===== src/design/smf_pkg.sv =====
package smf_pkg;

   localparam int WINDOW      = 10;
   localparam int SAMPLE_BITS = 16;
   localparam int AXES        = 3;
   localparam int RANK_BITS   = $clog2(WINDOW);
   localparam int MID_LO      = (WINDOW - 1) / 2;
   localparam int MID_HI      = WINDOW / 2;

   localparam int AXIS_X = 0;
   localparam int AXIS_Y = 1;
   localparam int AXIS_Z = 2;

   typedef logic signed [SAMPLE_BITS-1:0] sample_type;
   typedef logic signed [SAMPLE_BITS:0]   pair_sum_type;
   typedef logic [RANK_BITS-1:0]          rank_type;

   typedef struct packed {
      sample_type mag_x;
      sample_type mag_y;
      sample_type mag_z;
   } smf_req_type;

   typedef struct packed {
      sample_type median_x;
      sample_type median_y;
      sample_type median_z;
   } smf_rsp_type;

endpackage


===== src/design/smf_req_if.sv =====
interface smf_req_if;
   import smf_pkg::*;

   logic        valid;
   logic        ready;
   smf_req_type payload;

   modport source (output valid, output payload, input ready);
   modport sink (input valid, input payload, output ready);

endinterface


===== src/design/smf_rsp_if.sv =====
interface smf_rsp_if;
   import smf_pkg::*;

   logic        valid;
   logic        ready;
   smf_rsp_type payload;

   modport source (output valid, output payload, input ready);
   modport sink (input valid, input payload, output ready);

endinterface


===== src/design/sliding_median_filter_3axis_top.sv =====
// Channel   Direction  Handshake      Payload
// req_ch    in         valid/ready    mag_x, mag_y, mag_z (signed 16 b)
// rsp_ch    out        valid/ready    median_x, median_y, median_z (signed 16 b)
//
// One request per cycle sustained while rsp_ch.ready is high.
// Accept shifts the three window shift registers; a later advance ranks the ten
// entries per axis by parallel compare and loads the result register.
// Synchronous reset clears all windows to zero and empties both stages.
// A stalled result holds the rank stage; req_ch.ready drops only when both are full.
module sliding_median_filter_3axis_top (
   input logic       clock,
   input logic       reset,
   smf_req_if.sink   req_ch,
   smf_rsp_if.source rsp_ch
);
   import smf_pkg::*;

   sample_type   win_ff [AXES][WINDOW];
   sample_type   new_sample [AXES];
   rank_type     rank_cnt [AXES][WINDOW];
   sample_type   mid_lo [AXES];
   sample_type   mid_hi [AXES];
   pair_sum_type pair_sum [AXES];
   sample_type   median [AXES];

   logic        stage_valid_ff, stage_valid_in;
   logic        out_valid_ff, out_valid_in;
   smf_rsp_type out_ff, out_in;
   logic        req_ack;
   logic        advance;

   assign advance       = stage_valid_ff && (!out_valid_ff || rsp_ch.ready);
   assign req_ch.ready  = !stage_valid_ff || advance;
   assign req_ack       = req_ch.valid && req_ch.ready;
   assign rsp_ch.valid  = out_valid_ff;
   assign rsp_ch.payload = out_ff;

   assign new_sample[AXIS_X] = req_ch.payload.mag_x;
   assign new_sample[AXIS_Y] = req_ch.payload.mag_y;
   assign new_sample[AXIS_Z] = req_ch.payload.mag_z;

   // shift in the new request, drop the oldest
   always_ff @(posedge clock) begin
      if (reset) begin
         for (int a = 0; a < AXES; a++) begin
            for (int i = 0; i < WINDOW; i++) begin
               win_ff[a][i] <= '0;
            end
         end
      end else if (req_ack) begin
         for (int a = 0; a < AXES; a++) begin
            win_ff[a][0] <= new_sample[a];
            for (int i = 1; i < WINDOW; i++) begin
               win_ff[a][i] <= win_ff[a][i-1];
            end
         end
      end
   end

   // rank by compare, ties broken by position
   always_comb begin
      for (int a = 0; a < AXES; a++) begin
         mid_lo[a] = '0;
         mid_hi[a] = '0;
         for (int i = 0; i < WINDOW; i++) begin
            rank_cnt[a][i] = '0;
            for (int j = 0; j < WINDOW; j++) begin
               if (j != i) begin
                  if ((win_ff[a][j] < win_ff[a][i]) ||
                      ((win_ff[a][j] == win_ff[a][i]) && (j < i))) begin
                     rank_cnt[a][i] = rank_cnt[a][i] + RANK_BITS'(1);
                  end
               end
            end
            if (rank_cnt[a][i] == RANK_BITS'(MID_LO)) begin
               mid_lo[a] = win_ff[a][i];
            end
            if (rank_cnt[a][i] == RANK_BITS'(MID_HI)) begin
               mid_hi[a] = win_ff[a][i];
            end
         end
         pair_sum[a] = {mid_lo[a][SAMPLE_BITS-1], mid_lo[a]} +
                       {mid_hi[a][SAMPLE_BITS-1], mid_hi[a]};
         median[a]   = pair_sum[a][SAMPLE_BITS:1];
      end
   end

   always_comb begin
      out_in.median_x = median[AXIS_X];
      out_in.median_y = median[AXIS_Y];
      out_in.median_z = median[AXIS_Z];
   end

   always_comb begin
      stage_valid_in = stage_valid_ff;
      if (req_ack) begin
         stage_valid_in = 1'b1;
      end else if (advance) begin
         stage_valid_in = 1'b0;
      end
      out_valid_in = out_valid_ff;
      if (advance) begin
         out_valid_in = 1'b1;
      end else if (rsp_ch.ready) begin
         out_valid_in = 1'b0;
      end
   end

   always_ff @(posedge clock) begin
      if (reset) begin
         stage_valid_ff <= 1'b0;
         out_valid_ff   <= 1'b0;
      end else begin
         stage_valid_ff <= stage_valid_in;
         out_valid_ff   <= out_valid_in;
      end
   end

   always_ff @(posedge clock) begin
      if (advance) begin
         out_ff <= out_in;
      end
   end

   a_advance_loads: assert property (@(posedge clock) disable iff (reset)
      advance |=> out_valid_ff)
      else $error("result register not loaded after advance");

   a_accept_fills: assert property (@(posedge clock) disable iff (reset)
      req_ack |=> stage_valid_ff)
      else $error("rank stage empty after accept");

   a_newest_entry: assert property (@(posedge clock) disable iff (reset)
      req_ack |=> (win_ff[AXIS_X][0] == $past(req_ch.payload.mag_x)))
      else $error("x window did not take the accepted request");

   a_full_blocks: assert property (@(posedge clock) disable iff (reset)
      (stage_valid_ff && !advance) |-> !req_ch.ready)
      else $error("request taken while rank stage is held");

endmodule

===== src/flat_wrapper.sv =====
// flat-port wrapper written by rule: the top's interface ports become plain ports
module sliding_median_filter_3axis_top_flat import smf_pkg::*;
  (clock, reset, req_ch_valid, req_ch_payload, req_ch_ready, rsp_ch_valid, rsp_ch_payload, rsp_ch_ready);
  smf_req_if req_ch_i ();
  smf_rsp_if rsp_ch_i ();
  input logic clock;
  input logic reset;
  input wire logic [$bits(req_ch_i.valid)-1:0] req_ch_valid;
  input wire logic [$bits(req_ch_i.payload)-1:0] req_ch_payload;
  output wire logic [$bits(req_ch_i.ready)-1:0] req_ch_ready;
  output wire logic [$bits(rsp_ch_i.valid)-1:0] rsp_ch_valid;
  output wire logic [$bits(rsp_ch_i.payload)-1:0] rsp_ch_payload;
  input wire logic [$bits(rsp_ch_i.ready)-1:0] rsp_ch_ready;
  assign req_ch_i.valid = req_ch_valid;
  assign req_ch_i.payload = req_ch_payload;
  assign req_ch_ready = req_ch_i.ready;
  assign rsp_ch_valid = rsp_ch_i.valid;
  assign rsp_ch_payload = rsp_ch_i.payload;
  assign rsp_ch_i.ready = rsp_ch_ready;
  sliding_median_filter_3axis_top u_core (.clock(clock), .reset(reset), .req_ch(req_ch_i), .rsp_ch(rsp_ch_i));
endmodule

===== config.mk =====
export PLATFORM = sky130hd
export DESIGN_NAME = sliding_median_filter_3axis_top_flat
export DESIGN_NICKNAME = d
export VERILOG_FILES = /design/src/design/smf_pkg.sv /design/src/design/smf_req_if.sv /design/src/design/smf_rsp_if.sv /design/src/design/sliding_median_filter_3axis_top.sv /design/src/flat_wrapper.sv
export SDC_FILE = /design/constraint.sdc
export NUM_CORES = 2
export LEC_CHECK = 0
export CORE_MARGIN = 8
export CORE_UTILIZATION = 55
export CTS_CLUSTER_DIAMETER = 40
export DETAILED_ROUTE_END_ITERATION = 7
export DONT_BUFFER_PORTS = 1
export MAX_ROUTING_LAYER = met4
export PLACE_DENSITY = 0.7
export SKIP_CTS_REPAIR_TIMING = 1
export SYNTH_ARGS = -nofsm -noshare
export SYNTH_HDL_FRONTEND = slang
export SYNTH_SLANG_ARGS = --single-unit

===== constraint.sdc =====
create_clock -name clock -period 30.4 [get_ports clock]
set_clock_uncertainty 0.15 [all_clocks]
set_input_delay 6.08 -clock clock [delete_from_list [all_inputs] [get_ports clock]]
set_output_delay 6.08 -clock clock [all_outputs]
set_load 0.005 [all_outputs]

==> flow_metrics.py <==
metrics = {
    "global_routing": {
        "antenna_found_initial": 33,
        "grt.busiest_layer": "met2",
        "track_usage_pct": 50.0,
        "grt-ovfl-total": 0,
        "grt_pass1_wl_um": 702000,
        "met3_usage_pct": 18.7,
        "grtUsageMet1_pct": 57.5,
        "grt_pass1_vias": 101000,
        "met2_usage_pct": 68.0,
        "grt_max_degree": 420,
    },
    "synthesis": {
        "syn_area_per_cell_um2": 8.52,
        "synth_xor_area_share_pct": 5.90,
        "synth_top_area_cell": "ha_1",
        "synthTopCellsByArea": "ha_1 31%, edfxtp_1 16%, a21oi_1 3.7%, inv_1 3.2%, nand2_1 3.1%",
        "seq_area_frac_synth_pct": 15.9,
        "syn_inst": 11700,
        "synth_edf_count": 528,
        "synthesis.nets": 14200,
        "ys_types": 120,
        "yosys-mux-area-fraction_pct": 3.92,
        "syn-cell-area_um2": 99700,
        "synth_top_family_by_area": "adder cells",
        "yosysWarnings": 0,
        "synth_top_area_share_pct": 30.7,
        "async_flop_share_pct": 0,
        "synth_fa_ha_area_share_pct": 30.7,
        "synth_ff_type": "edfxtp_1",
        "synth.ff_latch_count": 530,
        "synth-simple-area-share_pct": 19.1,
        "synth_compound_area_share_pct": 20.1,
    },
    "clock_network": {
        "cts-htree-levels": 4,
        "cts_sinks": 530,
        "cts-root-buf": "clkbuf_16",
        "clkTransAtPathRegs_ns": 0.06,
        "cts_tree": "yes",
        "insertion_delay_ns": 0.88,
        "cts_buffers": 153,
        "cts.path.max_buffers": 3,
    },
    "final_layout": {
        "nNetsFinal": 14400,
        "final_cell_mix": "2445 x ha_1, 860 x inv_1, 821 x nand2_1",
        "regArea_um2": 15900,
        "fillers": 15600,
        "area_delta_synth_final_pct": 10.3,
        "multi_input_area_um2": 79700,
        "layout_commonest_cell": "ha_1",
        "drive_gt1_share_pct": 7.74,
    },
    "hold_path": {
        "min-delay-path-class": "reg -> reg",
    },
    "detailed_routing": {
        "num_vias": 107000,
        "drt_iter0_drc": 15600,
        "vias_per_cell": 7.38,
        "drtAntennaViolNets": 0,
        "post_drt_wl_per_cell_um": 34.9,
        "firstDrtPassIters": 8,
        "finalWirelength_um": 505000,
        "drc": 2,
    },
    "critical_path": {
        "critical_path.max_fanout": 15,
        "path_common_cell": "a21oi_1",
        "reg2reg_slack_ns": 15.92,
        "worstPathArrival_ns": 14.94,
        "r2r_cells": 66,
        "cp-start-kind": "register",
        "end_kind": "register",
        "reg2reg_to": "u_core.rsp_ch.payload[31]$_DFFE_PP_",
        "cp_slowest_stage_delay_ns": 1.06,
        "worstSetupEndpoint": "u_core.rsp_ch.payload[31]$_DFFE_PP_",
        "r2r-start": "u_core.win_ff[0][289]$_SDFFCE_PN0P_",
        "cp-startpoint": "u_core.win_ff[0][289]$_SDFFCE_PN0P_",
        "path_class": "reg -> reg",
        "crit_slowest_cell": "a311oi_2",
        "crit_required_ns": 30.86,
    },
    "placement": {
        "post-dp-hpwl_um": 379000,
        "port_buffers": 0,
        "place_congestion": 1.16,
    },
    "sta": {
        "final-hold-violation-count": 0,
        "setup_viol": 0,
        "relSlewSlack_pct": -9.18,
        "rsz0062_at_grt": "false",
        "clock.fmax_ghz": 0.0691,
        "fin_tns_setup_ns": 0,
        "post-route-min-period_ns": 14.48,
        "finalMaxSlewViolations": 2,
        "finalCritPeriodShare_pct": 47.6,
        "worst_pin_slew_ns": 1.62,
    },
    "floorplan": {
        "core-area_um2": 180000,
        "fp.dieH_um": 442,
        "design.die.area_um2": 195000,
        "die_w_um": 442,
        "num_rows": 156,
        "start_util_pct": 55.3,
        "boundaryPins": 102,
    },
    "run_status": {
        "outcome": "finished, violations left",
        "violations": "DRC, capacitance limit, slew limit",
    },
    "flow_run": {
        "maxCapViolations": 1,
    },
}
registers in the layout, indices dropped and copies added (netlist names):
signal                 flops
u_core.win_ff            480
u_core.rsp_ch.valid        1
u_core.rsp_ch.payload     48
u_core.stage_valid_ff      1
layer usage:
metal	vias up	wire, um
met3	2696	75400
met1	50300	178000
met4	0	55900
met2	8502	195000
met5	-	0
li1	45300	-
worst min-delay path by stage:
stage	from	endpoint	slack, ns	depth (start not counted)
after detailed placement	u_core.stage_valid_ff$_SDFFE_PP0P_	u_core.rsp_ch.valid$_SDFFE_PP0P_	0.38	2
after CTS	u_core.stage_valid_ff$_SDFFE_PP0P_	u_core.stage_valid_ff$_SDFFE_PP0P_	0.40	2
after global placement	u_core.stage_valid_ff$_SDFFE_PP0P_	u_core.rsp_ch.valid$_SDFFE_PP0P_	0.34	2
final	u_core.stage_valid_ff$_SDFFE_PP0P_	u_core.stage_valid_ff$_SDFFE_PP0P_	0.40	2
after floorplan	u_core.stage_valid_ff$_SDFFE_PP0P_	u_core.rsp_ch.valid$_SDFFE_PP0P_	0.33	2
after global routing	u_core.stage_valid_ff$_SDFFE_PP0P_	u_core.stage_valid_ff$_SDFFE_PP0P_	0.40	2
stage by stage:
stage | util (%) | setup slack [ns] | cells | hold slack (ns) | cell area [um2]
finish | 61.0 | 15.92 | 14500 | 0.404 | 110000
global route | 61.0 | 14.94 | 14500 | 0.404 | 110000
CTS | 60.9 | 16.45 | 14400 | 0.400 | 110000
detailed placement | 57.9 | 16.52 | 14100 | 0.376 | 104000
global placement | 57.9 | 16.62 | 14100 | 0.344 | 104000
floorplan | - | 11.38 | 11700 | 0.328 | 99700
cells by family (layout without fill, tap and decap cells):
kind of cell	Yosys count	in the layout
buffers and inverters	1143	1498
adders and majority gates	2448	2448
DFF	530	530
xor gates and xnor gates	519	519
AOI/OAI and AO/OA	2969	2969
other	0	45
and+or+nand+nor	3714	3714
muxes	374	374
final cells by class:
| type | count | area share (%) |
|---|---|---|
| tap | 2370 | 2.70 |
| antenna | 45 | 0.102 |
| multi-input combinational | 10000 | 72.5 |
| sequential | 530 | 14.5 |
| timing repair buffer | 344 | 2.37 |
| clock buffer | 165 | 3.54 |
| inverter | 868 | 2.96 |
| clock inverter | 121 | 1.40 |
Yosys cell counts (199+ instances only):
cell type / instances
a21oi_1: 735
clkbuf_1: 257
nor2b_1: 199
inv_1: 860
xnor2_1: 283
o21ai_0: 498
nor3_1: 580
a21o_1: 297
edfxtp_1: 528
nand3_1: 237
nor2_1: 658
ha_1: 2445
nand4_1: 398
mux2i_1: 257
nand2_1: 822
critical path: cells and delay by family, from the launching register on:
kind	cells	cell delay, ns
flip-flops	1	0.43
AND/OR/NAND/NOR	15	2.27
buffers and inverters	5	0.80
multiplexers	3	0.51
AO/OA/AOI/OAI	33	7.10
adder cells (fa/ha/maj)	8	2.59
XOR/XNOR	2	0.44
Power is not shown: default switching activity piles up to over one toggle a cycle in this logic, so the estimate is an artifact.
